### src/hdl/semaphore_round_robin_scheduler_core_assert.svh
// Assertion macros shared by the scheduler RTL.
`ifndef SEMAPHORE_ROUND_ROBIN_SCHEDULER_CORE_ASSERT_SVH
`define SEMAPHORE_ROUND_ROBIN_SCHEDULER_CORE_ASSERT_SVH
`ifndef SYNTH
// Same-cycle implication, checked on every clock edge outside reset.
`define SRRS_ASSERT_IMPL(label, ante, cons) \
   label: assert property (@(posedge clock) disable iff (reset) (ante) |-> (cons)) \
      else $error("scheduler assertion failed");
// Next-cycle implication.
`define SRRS_ASSERT_NEXT(label, ante, cons) \
   label: assert property (@(posedge clock) disable iff (reset) (ante) |=> (cons)) \
      else $error("scheduler assertion failed");
`else
`define SRRS_ASSERT_IMPL(label, ante, cons)
`define SRRS_ASSERT_NEXT(label, ante, cons)
`endif
`endif

### src/hdl/srrs_pkg.sv
package srrs_pkg;

   localparam int MaxProcsDefault  = 8;
   localparam int NumSemsDefault   = 4;
   localparam int CountBitsDefault = 8;

   localparam int CsrIndexBits = 2;
   localparam int CsrDataBits  = 8;
   localparam int NumInitRegs  = 4;

   localparam logic [7:0] InitResetA = 8'd1;
   localparam logic [7:0] InitResetB = 8'd0;
   localparam logic [7:0] InitResetC = 8'd0;
   localparam logic [7:0] InitResetD = 8'd0;

   typedef enum logic [2:0] {
      OP_CREATE = 3'd0,
      OP_WAIT   = 3'd1,
      OP_SIGNAL = 3'd2,
      OP_TICK   = 3'd3,
      OP_TERM   = 3'd4
   } op_type;

   typedef enum logic [1:0] {
      ERR_NONE     = 2'd0,
      ERR_FULL     = 2'd1,
      ERR_NO_PROC  = 2'd2,
      ERR_SATURATE = 2'd3
   } err_type;

   typedef enum logic [1:0] {
      PS_UNUSED  = 2'd0,
      PS_ACTIVE  = 2'd1,
      PS_BLOCKED = 2'd2,
      PS_DONE    = 2'd3
   } pst_type;

   typedef enum logic [3:0] {
      ST_IDLE, ST_DECODE, ST_PRED, ST_LINK_NEW, ST_LINK_PRED, ST_QSTART, ST_QWALK,
      ST_QLINK, ST_BLOCK, ST_NSTART, ST_NWALK, ST_NSELF, ST_SIG, ST_FINISH
   } state_type;

   typedef enum logic [4:0] {
      A_NOP, A_LATCH, A_ERR1, A_ERR2, A_ERR3, A_CREATE_FIRST, A_PRED_START,
      A_RING_STEP, A_LINK_NEW, A_LINK_PRED, A_DEC, A_INC, A_QCLEAR, A_QHEAD,
      A_QSTART, A_WAIT_STEP, A_QLINK, A_BLOCK, A_NSTART, A_NSTEP, A_SETCUR_RD,
      A_SETCUR_SELF, A_SIG_READ, A_SIG_WAKE, A_TERM, A_OUT
   } act_type;

   typedef struct packed {
      logic [2:0] operation;
      logic [1:0] sem_index;
   } req_type;

   typedef struct packed {
      logic [2:0] current_process;
      logic       running;
      logic       switched;
      logic       halted;
      logic [2:0] affected_process;
      logic       affected_valid;
      logic [1:0] error_code;
   } rsp_type;

   typedef struct packed {
      act_type act;
      logic    stat_sel_rd;
   } cmd_type;

   typedef struct packed {
      logic [2:0] op;
      logic       sem_ok;
      logic       full;
      logic       first;
      logic       cur_none;
      logic       stat_active;
      logic       cnt_zero;
      logic       cnt_max;
      logic       head_empty;
      logic       pred_end;
      logic       ring_go;
      logic       wait_end;
      logic       step_last;
      logic       step_done;
      logic       out_free;
   } sts_type;

endpackage

### src/hdl/srrs_ctrl.sv
module srrs_ctrl import srrs_pkg::*; (
   input  logic    clock,
   input  logic    reset,
   input  logic    req_valid,
   output logic    req_stall,
   input  sts_type sts,
   output cmd_type cmd
);

   state_type state_ff, state_in;

   always_ff @(posedge clock) begin
      if (reset) begin
         state_ff <= ST_IDLE;
      end else begin
         state_ff <= state_in;
      end
   end

   always_comb begin
      state_in = state_ff;
      case (state_ff)
         ST_IDLE: begin
            if (req_valid) state_in = ST_DECODE;
         end
         ST_DECODE: begin
            state_in = ST_FINISH;
            case (sts.op)
               OP_CREATE: begin
                  if (!sts.full && !sts.first) state_in = ST_PRED;
               end
               OP_WAIT: begin
                  if (sts.sem_ok && !sts.cur_none && sts.stat_active && sts.cnt_zero)
                     state_in = ST_QSTART;
               end
               OP_SIGNAL: begin
                  if (sts.sem_ok && !sts.head_empty) state_in = ST_SIG;
               end
               OP_TICK: begin
                  if (!sts.cur_none) state_in = ST_NSTART;
               end
               default: state_in = ST_FINISH;
            endcase
         end
         ST_PRED: begin
            if (sts.pred_end || sts.step_last) state_in = ST_LINK_NEW;
         end
         ST_LINK_NEW:  state_in = ST_LINK_PRED;
         ST_LINK_PRED: state_in = ST_FINISH;
         ST_QSTART: begin
            state_in = sts.head_empty ? ST_BLOCK : ST_QWALK;
         end
         ST_QWALK: begin
            if (sts.wait_end || sts.step_last) state_in = ST_QLINK;
         end
         ST_QLINK:  state_in = ST_BLOCK;
         ST_BLOCK:  state_in = ST_NSTART;
         ST_NSTART: state_in = ST_NWALK;
         ST_NWALK: begin
            if (!sts.step_done && sts.ring_go) begin
               if (sts.stat_active) state_in = ST_FINISH;
            end else begin
               state_in = ST_NSELF;
            end
         end
         ST_NSELF: state_in = ST_FINISH;
         ST_SIG:   state_in = ST_FINISH;
         ST_FINISH: begin
            if (sts.out_free) state_in = ST_IDLE;
         end
         default: state_in = ST_IDLE;
      endcase
   end

   always_comb begin
      cmd.act         = A_NOP;
      cmd.stat_sel_rd = (state_ff == ST_NWALK);
      req_stall       = (state_ff != ST_IDLE);
      case (state_ff)
         ST_IDLE: begin
            if (req_valid) cmd.act = A_LATCH;
         end
         ST_DECODE: begin
            case (sts.op)
               OP_CREATE: begin
                  if (sts.full) cmd.act = A_ERR1;
                  else if (sts.first) cmd.act = A_CREATE_FIRST;
                  else cmd.act = A_PRED_START;
               end
               OP_WAIT: begin
                  if (!sts.sem_ok) cmd.act = A_NOP;
                  else if (sts.cur_none || !sts.stat_active) cmd.act = A_ERR2;
                  else if (!sts.cnt_zero) cmd.act = A_DEC;
                  else cmd.act = A_QCLEAR;
               end
               OP_SIGNAL: begin
                  if (!sts.sem_ok) cmd.act = A_NOP;
                  else if (sts.head_empty) cmd.act = sts.cnt_max ? A_ERR3 : A_INC;
                  else cmd.act = A_SIG_READ;
               end
               OP_TICK: begin
                  if (sts.cur_none) cmd.act = A_ERR2;
               end
               OP_TERM: begin
                  cmd.act = sts.cur_none ? A_ERR2 : A_TERM;
               end
               default: cmd.act = A_NOP;
            endcase
         end
         ST_PRED: begin
            if (!sts.pred_end) cmd.act = A_RING_STEP;
         end
         ST_LINK_NEW:  cmd.act = A_LINK_NEW;
         ST_LINK_PRED: cmd.act = A_LINK_PRED;
         ST_QSTART: begin
            cmd.act = sts.head_empty ? A_QHEAD : A_QSTART;
         end
         ST_QWALK: begin
            if (!sts.wait_end) cmd.act = A_WAIT_STEP;
         end
         ST_QLINK:  cmd.act = A_QLINK;
         ST_BLOCK:  cmd.act = A_BLOCK;
         ST_NSTART: cmd.act = A_NSTART;
         ST_NWALK: begin
            if (!sts.step_done && sts.ring_go)
               cmd.act = sts.stat_active ? A_SETCUR_RD : A_NSTEP;
         end
         ST_NSELF: cmd.act = A_SETCUR_SELF;
         ST_SIG:   cmd.act = A_SIG_WAKE;
         ST_FINISH: begin
            if (sts.out_free) cmd.act = A_OUT;
         end
         default: cmd.act = A_NOP;
      endcase
   end

endmodule

### src/hdl/srrs_dpath.sv
module srrs_dpath import srrs_pkg::*; #(
   parameter int MAX_PROCS  = MaxProcsDefault,
   parameter int NUM_SEMS   = NumSemsDefault,
   parameter int COUNT_BITS = CountBitsDefault
) (
   input  logic                    clock,
   input  logic                    reset,
   input  req_type                 req_data,
   input  logic                    rsp_stall,
   output logic                    rsp_valid,
   output rsp_type                 rsp_data,
   input  logic                    csr_write_en,
   input  logic [CsrIndexBits-1:0] csr_index,
   input  logic [CsrDataBits-1:0]  csr_data,
   input  cmd_type                 cmd,
   output sts_type                 sts
);

   localparam int IW  = (MAX_PROCS > 1) ? $clog2(MAX_PROCS) : 1;
   localparam int SW  = IW + 1;
   localparam int SIW = (NUM_SEMS > 1) ? $clog2(NUM_SEMS) : 1;
   localparam logic [SW-1:0] NONE = SW'(MAX_PROCS);
   localparam logic [SW-1:0] LAST = SW'(MAX_PROCS - 1);
   localparam logic [31:0] CMAX32 = (32'd1 << COUNT_BITS) - 32'd1;
   localparam logic [COUNT_BITS-1:0] CMAX = CMAX32[COUNT_BITS-1:0];

   function automatic logic [COUNT_BITS-1:0] sat_cnt(input logic [7:0] v);
      logic [31:0] w;
      w = {24'd0, v};
      return (w > CMAX32) ? CMAX : w[COUNT_BITS-1:0];
   endfunction

   function automatic logic [2:0] low3(input logic [SW-1:0] v);
      logic [31:0] w;
      w = 32'(v);
      return w[2:0];
   endfunction

   logic [7:0]            init_ff   [NumInitRegs];
   pst_type               status_ff [MAX_PROCS];
   logic [COUNT_BITS-1:0] count_ff  [NUM_SEMS];
   logic [SW-1:0]         head_ff   [NUM_SEMS];
   logic [SW-1:0]         ring_mem_ff [MAX_PROCS];
   logic [SW-1:0]         wait_mem_ff [MAX_PROCS];
   logic [SW-1:0]         ring_rd_ff, wait_rd_ff;
   logic [SW-1:0]         cur_ff, used_ff, before_ff, p_ff, step_ff, aff_ff;
   logic [2:0]            op_ff;
   logic [1:0]            sem_ff;
   logic                  halted_ff, affv_ff;
   err_type               err_ff;
   logic                  rsp_valid_ff;
   rsp_type               rsp_data_ff;

   logic [SIW-1:0] sidx;
   logic           sem_ok, cur_none, out_free;
   logic [SW-1:0]  anchor, nw, stat_addr, cur_in;
   logic           ring_we, ring_re, wait_we, wait_re;
   logic [IW-1:0]  ring_wa, ring_ra, wait_wa, wait_ra;
   logic [SW-1:0]  ring_wd, wait_wd;

   assign sem_ok   = ({30'd0, sem_ff} < 32'(NUM_SEMS));
   assign sidx     = sem_ok ? sem_ff[SIW-1:0] : '0;
   assign cur_none = (cur_ff >= NONE);
   assign anchor   = cur_none ? '0 : cur_ff;
   assign nw       = used_ff;
   assign out_free = !rsp_valid_ff || !rsp_stall;
   assign stat_addr = cmd.stat_sel_rd ? ring_rd_ff : cur_ff;

   assign sts.op          = op_ff;
   assign sts.sem_ok      = sem_ok;
   assign sts.full        = (used_ff >= NONE);
   assign sts.first       = (used_ff == '0);
   assign sts.cur_none    = cur_none;
   assign sts.stat_active = (stat_addr < NONE) && (status_ff[stat_addr[IW-1:0]] == PS_ACTIVE);
   assign sts.cnt_zero    = (count_ff[sidx] == '0);
   assign sts.cnt_max     = (count_ff[sidx] == CMAX);
   assign sts.head_empty  = (head_ff[sidx] >= NONE);
   assign sts.pred_end    = (ring_rd_ff >= NONE) || (ring_rd_ff == anchor);
   assign sts.ring_go     = (ring_rd_ff < NONE) && (ring_rd_ff != cur_ff);
   assign sts.wait_end    = (wait_rd_ff >= NONE);
   assign sts.step_last   = (step_ff == LAST);
   assign sts.step_done   = (step_ff == NONE);
   assign sts.out_free    = out_free;

   assign rsp_valid = rsp_valid_ff;
   assign rsp_data  = rsp_data_ff;

   // Next-active result when the ring walk comes back to the running slot.
   assign cur_in = sts.stat_active ? cur_ff : NONE;

   always_comb begin
      ring_we = 1'b0;
      ring_wa = '0;
      ring_wd = '0;
      ring_re = 1'b0;
      ring_ra = '0;
      wait_we = 1'b0;
      wait_wa = '0;
      wait_wd = NONE;
      wait_re = 1'b0;
      wait_ra = '0;
      case (cmd.act)
         A_CREATE_FIRST: begin
            ring_we = 1'b1;
            ring_wa = nw[IW-1:0];
            ring_wd = nw;
            wait_we = 1'b1;
            wait_wa = nw[IW-1:0];
         end
         A_PRED_START: begin
            ring_re = 1'b1;
            ring_ra = anchor[IW-1:0];
         end
         A_RING_STEP, A_NSTEP: begin
            ring_re = 1'b1;
            ring_ra = ring_rd_ff[IW-1:0];
         end
         A_NSTART: begin
            ring_re = 1'b1;
            ring_ra = cur_ff[IW-1:0];
         end
         A_LINK_NEW: begin
            ring_we = 1'b1;
            ring_wa = nw[IW-1:0];
            ring_wd = anchor;
         end
         A_LINK_PRED: begin
            ring_we = 1'b1;
            ring_wa = p_ff[IW-1:0];
            ring_wd = nw;
            wait_we = 1'b1;
            wait_wa = nw[IW-1:0];
         end
         A_QCLEAR: begin
            wait_we = 1'b1;
            wait_wa = cur_ff[IW-1:0];
         end
         A_QSTART, A_SIG_READ: begin
            wait_re = 1'b1;
            wait_ra = head_ff[sidx][IW-1:0];
         end
         A_WAIT_STEP: begin
            wait_re = 1'b1;
            wait_ra = wait_rd_ff[IW-1:0];
         end
         A_QLINK: begin
            wait_we = 1'b1;
            wait_wa = p_ff[IW-1:0];
            wait_wd = cur_ff;
         end
         default: ;
      endcase
   end

   always_ff @(posedge clock) begin
      if (ring_we) ring_mem_ff[ring_wa] <= ring_wd;
      if (ring_re) ring_rd_ff <= ring_mem_ff[ring_ra];
      if (wait_we) wait_mem_ff[wait_wa] <= wait_wd;
      if (wait_re) wait_rd_ff <= wait_mem_ff[wait_ra];
   end

   always_ff @(posedge clock) begin
      if (reset) begin
         init_ff[0] <= InitResetA;
         init_ff[1] <= InitResetB;
         init_ff[2] <= InitResetC;
         init_ff[3] <= InitResetD;
         for (int i = 0; i < MAX_PROCS; i++) status_ff[i] <= PS_UNUSED;
         for (int i = 0; i < NUM_SEMS; i++) begin
            head_ff[i] <= NONE;
            case (i)
               0:       count_ff[i] <= sat_cnt(InitResetA);
               1:       count_ff[i] <= sat_cnt(InitResetB);
               2:       count_ff[i] <= sat_cnt(InitResetC);
               default: count_ff[i] <= sat_cnt(InitResetD);
            endcase
         end
         cur_ff       <= NONE;
         used_ff      <= '0;
         rsp_valid_ff <= 1'b0;
      end else begin
         if (csr_write_en) init_ff[csr_index] <= csr_data;
         if (rsp_valid_ff && !rsp_stall) rsp_valid_ff <= 1'b0;
         case (cmd.act)
            A_LATCH: begin
               op_ff     <= req_data.operation;
               sem_ff    <= req_data.sem_index;
               before_ff <= cur_ff;
               halted_ff <= 1'b0;
               affv_ff   <= 1'b0;
               aff_ff    <= '0;
               err_ff    <= ERR_NONE;
            end
            A_ERR1: err_ff <= ERR_FULL;
            A_ERR2: err_ff <= ERR_NO_PROC;
            A_ERR3: err_ff <= ERR_SATURATE;
            A_CREATE_FIRST: begin
               for (int i = 0; i < NUM_SEMS; i++) count_ff[i] <= sat_cnt(init_ff[i]);
               status_ff[nw[IW-1:0]] <= PS_ACTIVE;
               used_ff <= used_ff + SW'(1);
               if (cur_none) cur_ff <= nw;
               aff_ff  <= nw;
               affv_ff <= 1'b1;
            end
            A_PRED_START: begin
               p_ff    <= anchor;
               step_ff <= '0;
            end
            A_RING_STEP: begin
               p_ff    <= ring_rd_ff;
               step_ff <= step_ff + SW'(1);
            end
            A_LINK_PRED: begin
               status_ff[nw[IW-1:0]] <= PS_ACTIVE;
               used_ff <= used_ff + SW'(1);
               if (cur_none) cur_ff <= nw;
               aff_ff  <= nw;
               affv_ff <= 1'b1;
            end
            A_DEC: count_ff[sidx] <= count_ff[sidx] - COUNT_BITS'(1);
            A_INC: count_ff[sidx] <= count_ff[sidx] + COUNT_BITS'(1);
            A_QHEAD: head_ff[sidx] <= cur_ff;
            A_QSTART: begin
               p_ff    <= head_ff[sidx];
               step_ff <= '0;
            end
            A_WAIT_STEP: begin
               p_ff    <= wait_rd_ff;
               step_ff <= step_ff + SW'(1);
            end
            A_BLOCK: status_ff[cur_ff[IW-1:0]] <= PS_BLOCKED;
            A_NSTART: step_ff <= '0;
            A_NSTEP:  step_ff <= step_ff + SW'(1);
            A_SETCUR_RD: cur_ff <= ring_rd_ff;
            A_SETCUR_SELF: begin
               cur_ff    <= cur_in;
               halted_ff <= (cur_in >= NONE);
            end
            A_SIG_WAKE: begin
               status_ff[head_ff[sidx][IW-1:0]] <= PS_ACTIVE;
               head_ff[sidx] <= wait_rd_ff;
               aff_ff  <= head_ff[sidx];
               affv_ff <= 1'b1;
               if (cur_none) cur_ff <= head_ff[sidx];
            end
            A_TERM: status_ff[cur_ff[IW-1:0]] <= PS_DONE;
            A_OUT: begin
               rsp_valid_ff <= 1'b1;
               rsp_data_ff.running          <= !cur_none;
               rsp_data_ff.current_process  <= cur_none ? 3'd0 : low3(cur_ff);
               rsp_data_ff.switched         <= (cur_ff != before_ff);
               rsp_data_ff.halted           <= halted_ff;
               rsp_data_ff.affected_process <= affv_ff ? low3(aff_ff) : 3'd0;
               rsp_data_ff.affected_valid   <= affv_ff;
               rsp_data_ff.error_code       <= err_ff;
            end
            default: ;
         endcase
      end
   end

endmodule

### src/hdl/semaphore_round_robin_scheduler_core.sv
// Channel  Ports                                      Direction  Transfer when
// req      req_valid, req_stall, req_data             in         req_valid && !req_stall
// rsp      rsp_valid, rsp_stall, rsp_data             out        rsp_valid && !rsp_stall
// csr      csr_write_en, csr_index, csr_data          in         csr_write_en
//
// One operation is in flight at a time. A wait can both walk a semaphore queue and
// search the ring; the single read port of each link memory lets the sequencer
// follow one link per cycle. Reset is synchronous and active high and needs no
// clearing pass. The result register lets a new request transfer while the
// previous result is still stalled.
module semaphore_round_robin_scheduler_core import srrs_pkg::*; #(
   parameter int MAX_PROCS  = MaxProcsDefault,
   parameter int NUM_SEMS   = NumSemsDefault,
   parameter int COUNT_BITS = CountBitsDefault
) (
   input  logic                    clock,
   input  logic                    reset,
   input  logic                    req_valid,
   output logic                    req_stall,
   input  req_type                 req_data,
   output logic                    rsp_valid,
   input  logic                    rsp_stall,
   output rsp_type                 rsp_data,
   input  logic                    csr_write_en,
   input  logic [CsrIndexBits-1:0] csr_index,
   input  logic [CsrDataBits-1:0]  csr_data
);

`include "semaphore_round_robin_scheduler_core_assert.svh"

   // Command and status between the sequencer and the scheduler state.
   cmd_type cmd;
   sts_type sts;

   // The sequencer walks the ring and the wait queues one link per cycle.
   srrs_ctrl u_ctrl (
      .clock     (clock),
      .reset     (reset),
      .req_valid (req_valid),
      .req_stall (req_stall),
      .sts       (sts),
      .cmd       (cmd)
   );

   // The datapath holds process status, links, semaphore counts and the result.
   srrs_dpath #(
      .MAX_PROCS  (MAX_PROCS),
      .NUM_SEMS   (NUM_SEMS),
      .COUNT_BITS (COUNT_BITS)
   ) u_dpath (
      .clock        (clock),
      .reset        (reset),
      .req_data     (req_data),
      .rsp_stall    (rsp_stall),
      .rsp_valid    (rsp_valid),
      .rsp_data     (rsp_data),
      .csr_write_en (csr_write_en),
      .csr_index    (csr_index),
      .csr_data     (csr_data),
      .cmd          (cmd),
      .sts          (sts)
   );

   // Once a request transfers, the block is busy in the cycle after.
   `SRRS_ASSERT_NEXT(a_busy_after_req, req_valid && !req_stall, req_stall)
   // No running process means the reported slot is zero.
   `SRRS_ASSERT_IMPL(a_idle_slot, rsp_valid && !rsp_data.running, rsp_data.current_process == 3'd0)
   // A halt is always a switch away to nothing.
   `SRRS_ASSERT_IMPL(a_halt_switch, rsp_valid && rsp_data.halted,
                     rsp_data.switched && !rsp_data.running)

endmodule
### config.mk
export PLATFORM = sky130hd
export DESIGN_NAME = semaphore_round_robin_scheduler_core
export DESIGN_NICKNAME = d
export VERILOG_FILES = /design/src/hdl/srrs_pkg.sv /design/src/hdl/srrs_ctrl.sv /design/src/hdl/srrs_dpath.sv /design/src/hdl/semaphore_round_robin_scheduler_core.sv
export VERILOG_INCLUDE_DIRS = /design/src /design/src/hdl
export SDC_FILE = /design/constraint.sdc
export NUM_CORES = 1
export LEC_CHECK = 0
export BUFFER_PORTS_ARGS = -buffer_cell sky130_fd_sc_hd__buf_2
export CAP_MARGIN = 40
export CORE_ASPECT_RATIO = 1.2
export CORE_UTILIZATION = 55
export DETAILED_ROUTE_END_ITERATION = 10
export PLACE_DENSITY_LB_ADDON = 0.25
export SYNTH_ARGS = -nofsm -noshare
export SYNTH_HDL_FRONTEND = slang
export SYNTH_HIERARCHICAL = 1
export SYNTH_SLANG_ARGS = --single-unit
### constraint.sdc
create_clock -name clock -period 6.6 [get_ports clock]
set_input_delay 0.66 -clock clock [delete_from_list [all_inputs] [get_ports clock]]
set_output_delay 0.66 -clock clock [all_outputs]
set_load 0.1 [all_outputs]
==> metrics.txt <==
drt wl/cell=19.4 µm; clk_lat worst skew=about 0.51 ns; Mapped Avg Cell Area=around 12 µm²; number of DRC markers in iteration 0=692; CP arrival=roughly 6.1 ns; Worst Hold Endpoint=u_dpath/op_ff[0]$_DFFE_PP_; Design Area, Final=roughly 13000 µm²; maximum vdd drop=0.000276 V; r2r worst-path depth=19; dpl hpwl=between 15000 and 20000 µm; Post-synth EDFFs=~200; FMAX=171 MHz; r2r endpoint=u_dpath/count_ff[1][5]$_DFFE_PP_; Hold WS=around 0.33 ns; post-CTS sizing=0; peak fanout along the critical path=11; M3 GR Usage=0.0283; nets=1002; Hold Crit Class=input port to flip-flop; final setup vio count=0; post-synth top area cell=edfxtp_1; Routed Wire Length=24300 µm; Avg Vias per Cell=6.08; Total GRT Usage=0.231; CTS H-tree lvls=1; core area=20300 µm²; fin worst setup slack=between 0.7 and 0.8 ns; total leakage power=~4.4 nW; Worst EP required=between 6 and 7 ns; hold bufs inserted after CTS=0; Netlist Area Pre-Place=~11000 µm²; hold depth=1; synth warn=6; commonest non-fill, non-tap cell in the layout=edfxtp_1; sequential area share after synthesis=0.559; vias in the first global route=between 7000 and 8000; Die W=around 130 µm; Synth top area share=0.533; number of diodes=0; Post-Syn Instances=964; Tcrit/Tclk final=0.887; Post-Syn Nets=between 900 and 1000; RSZ-0062 raised after global routing=no; CTS tree=yes; CP Class=flip-flop to flip-flop; final hold vios=0; Root Buffer=clkbuf_16; num ports=34; PD cells=around 400 nW/µm²; Place WS=around 0.85 ns; min Tclk post-route=just under 6 ns; worst relative slew slack=0.389; CTS sink count=218; CTS max path bufs=3; outcome=finished clean; Clk pin slew, worst setup/hold paths=about 0.06 ns; row count=57; Die H=160 µm; CTS Buf Count=22; hold_sp=req_data[2]; initial antenna violation count=0; GR met1 Demand/Resource=0.304; TritonRoute pass-1 iters=6; Post-route DRC=0; GR Util met2=0.391; most frequent cells in the layout=edfxtp_1 (203), nor2_1 (81), nand2_1 (77), mux2i_1 (64), and2_1 (48); postcts setup bufs=0; Setup TNS=0 ns; Worst Setup SP=u_ctrl/state_ff[0]$_SDFFE_PP0P_; largest net degree at the start of global routing=44; reg2reg setup slack=0.75 ns; Critical Path Source Type=flip-flop; grt peak-use layer=met2; global placement routability congestion=0.886; count of pins over their slew limit=0; first-pass GRT wire length=about 38000 µm; Initial Util=0.563; Synth Register Bits=around 220; Port Buffers=33; Worst Max-Slew Pin Slew=0.910 ns; Crit Reg-Reg Startpoint=u_ctrl/state_ff[0]$_SDFFE_PP0P_; Async S/R FF share, synth=0; Clock Skew=0.0184 ns; via count=between 7000 and 8000; Die ar.=roughly 21000 µm²; CP endpoint kind=flip-flop; placed inst area=about 12000 µm²; layout cells sized above 1=0.132; Area Growth Syn to Fin=9.43%; GRT Residual Overflow=0; Detail Route Antenna Nets=0; synth top area cells=edfxtp_1 (53%), mux2i_1 (5.6%), nor2_1 (2.7%); max_cap viols=0; most common flop cell mapped by yosys=edfxtp_1; count of cell types in the netlist=86
-- state kept, by name (all words and copies together) (netlist names), 2 cells and up, named ones only --
| name | flops |
|---|---|
| u_dpath/rsp_data | 12 |
| u_dpath/ring_mem_ff | 32 |
| u_dpath/step_ff | 4 |
| u_ctrl/state_ff | 4 |
| u_dpath/p_ff | 3 |
| u_dpath/before_ff | 4 |
| u_dpath/err_ff | 2 |
| u_dpath/ring_rd_ff | 4 |
| u_dpath/count_ff | 32 |
| u_dpath/head_ff | 16 |
| u_dpath/op_ff | 3 |
| u_dpath/wait_mem_ff | 32 |
| u_dpath/init_ff | 32 |
| u_dpath/nw | 4 |
| u_dpath/sem_ff | 2 |
| u_dpath/status_ff | 16 |
| u_dpath/cur_ff | 4 |
| u_dpath/wait_rd_ff | 4 |
| u_dpath/aff_ff | 3 |
-- where the power goes --
| part | leakage (nW) | switching (mW) | internal (mW) | total (mW) |
|---|---|---|---|---|
| Sequential | 2.17 | 0.135 | 1.73 | 1.86 |
| Combinational | 1.92 | 1.20 | 0.686 | 1.88 |
| Clock | 0.365 | 0.508 | 0.750 | 1.26 |
| Total | 4.45 | 1.84 | 3.17 | 5.01 |
-- layout make-up --
class | count | area, µm²
inverters | 23 | 86.3
fillers | 1626 | 7800
flip-flops and latches | 218 | 6400
clock inverters | 11 | 109
repair buffers | 51 | 304
clock buffers | 29 | 629
multi-input cells | 659 | 4670
well taps | 265 | 332
-- logic make-up (layout without fill, tap and decap cells) --
kind of cell	after synthesis	in the layout	synth area share
AND/OR/NAND/NOR	365	365	0.172
flip-flops	218	218	0.559
AO/OA/AOI/OAI	170	170	0.110
multiplexers	88	88	0.0933
buffers and inverters	87	114	0.0353
XOR/XNOR	28	28	0.0221
adder cells (fa/ha/maj)	7	7	0.00765
other	1	1	0.000328
-- through the flow --
| stage | power [mW] | instances | utilization |
|---|---|---|---|
| 4_1_cts | 5.00 | 1256 | 0.616 |
| 2_1_floorplan | 3.30 | 964 | - |
| 6_report | 5.01 | 1256 | 0.616 |
| 3_3_place_gp | 3.71 | 1215 | 0.579 |
| 3_5_place_dp | 3.73 | 1216 | 0.580 |
| 5_1_grt | 5.25 | 1256 | 0.616 |
-- routing by layer --
| layer | share of wire | routed length, µm |
|---|---|---|
| met1 | 0.42 | 10200 |
| met2 | 0.50 | 12100 |
| met3 | 0.056 | 1370 |
| met4 | 0.030 | 720 |
| met5 | 0 | 0 |
-- worst max-delay path by stage --
stage | to | slack [ns] | cells after the start
after CTS | u_dpath/count_ff[0][5]$_DFFE_PP_ | 0.82 | 19
after global routing | u_dpath/status_ff[7][1]$_SDFFCE_PN0P_ | 0.45 | 17
after floorplan | u_dpath/count_ff[0][5]$_DFFE_PP_ | 1.15 | 22
after detailed placement | u_dpath/count_ff[0][5]$_DFFE_PP_ | 0.85 | 19
after global placement | u_dpath/count_ff[0][5]$_DFFE_PP_ | 1.08 | 19
final | u_dpath/count_ff[1][5]$_DFFE_PP_ | 0.75 | 19
-- cell usage after synthesis, types with 3 or more instances --
library cell	count
a211oi_1	5
a21o_1	8
a21oi_1	16
a221o_1	6
a221oi_1	7
a22o_1	31
a22oi_1	6
a31o_2	4
a31oi_1	7
and2_1	48
and3_1	8
and3b_1	5
buf_1	7
buf_2	14
buf_4	6
buf_6	5
clkbuf_1	32
dfxtp_1	15
edfxtp_1	203
ha_1	7
inv_1	22
mux2_2	11
mux2i_1	64
mux4_1	5
mux4_2	7
nand2_1	77
nand2b_1	32
nand3_1	17
nand3b_1	3
nor2_1	81
nor2b_1	26
nor3_1	22
nor3b_1	9
nor4_1	6
nor4b_2	3
o2111ai_1	4
o21a_1	4
o21ai_0	29
o21ai_1	11
o22ai_1	4
or2_2	5
xnor2_1	17
xor2_1	10
-- worst max-delay path: stages, from the launching register on --
cell and delay [ns]:
dfxtp_1 0.31, and4bb_1 0.48, mux2i_1 0.56, mux2i_1 0.29
mux2i_1 0.11, mux2i_1 0.22, and2_1 0.25, nand3b_1 0.16
a22o_1 0.25, a221o_1 0.36, a221o_1 0.37, and4bb_1 0.22
and2_1 0.29, clkinv_1 0.25, ha_1 0.34, a21o_1 0.23
or4_4 0.49, o21ai_2 0.09, xor2_2 0.13, a22o_1 0.21
No activity file was read; power rests on OpenSTA's default activity.
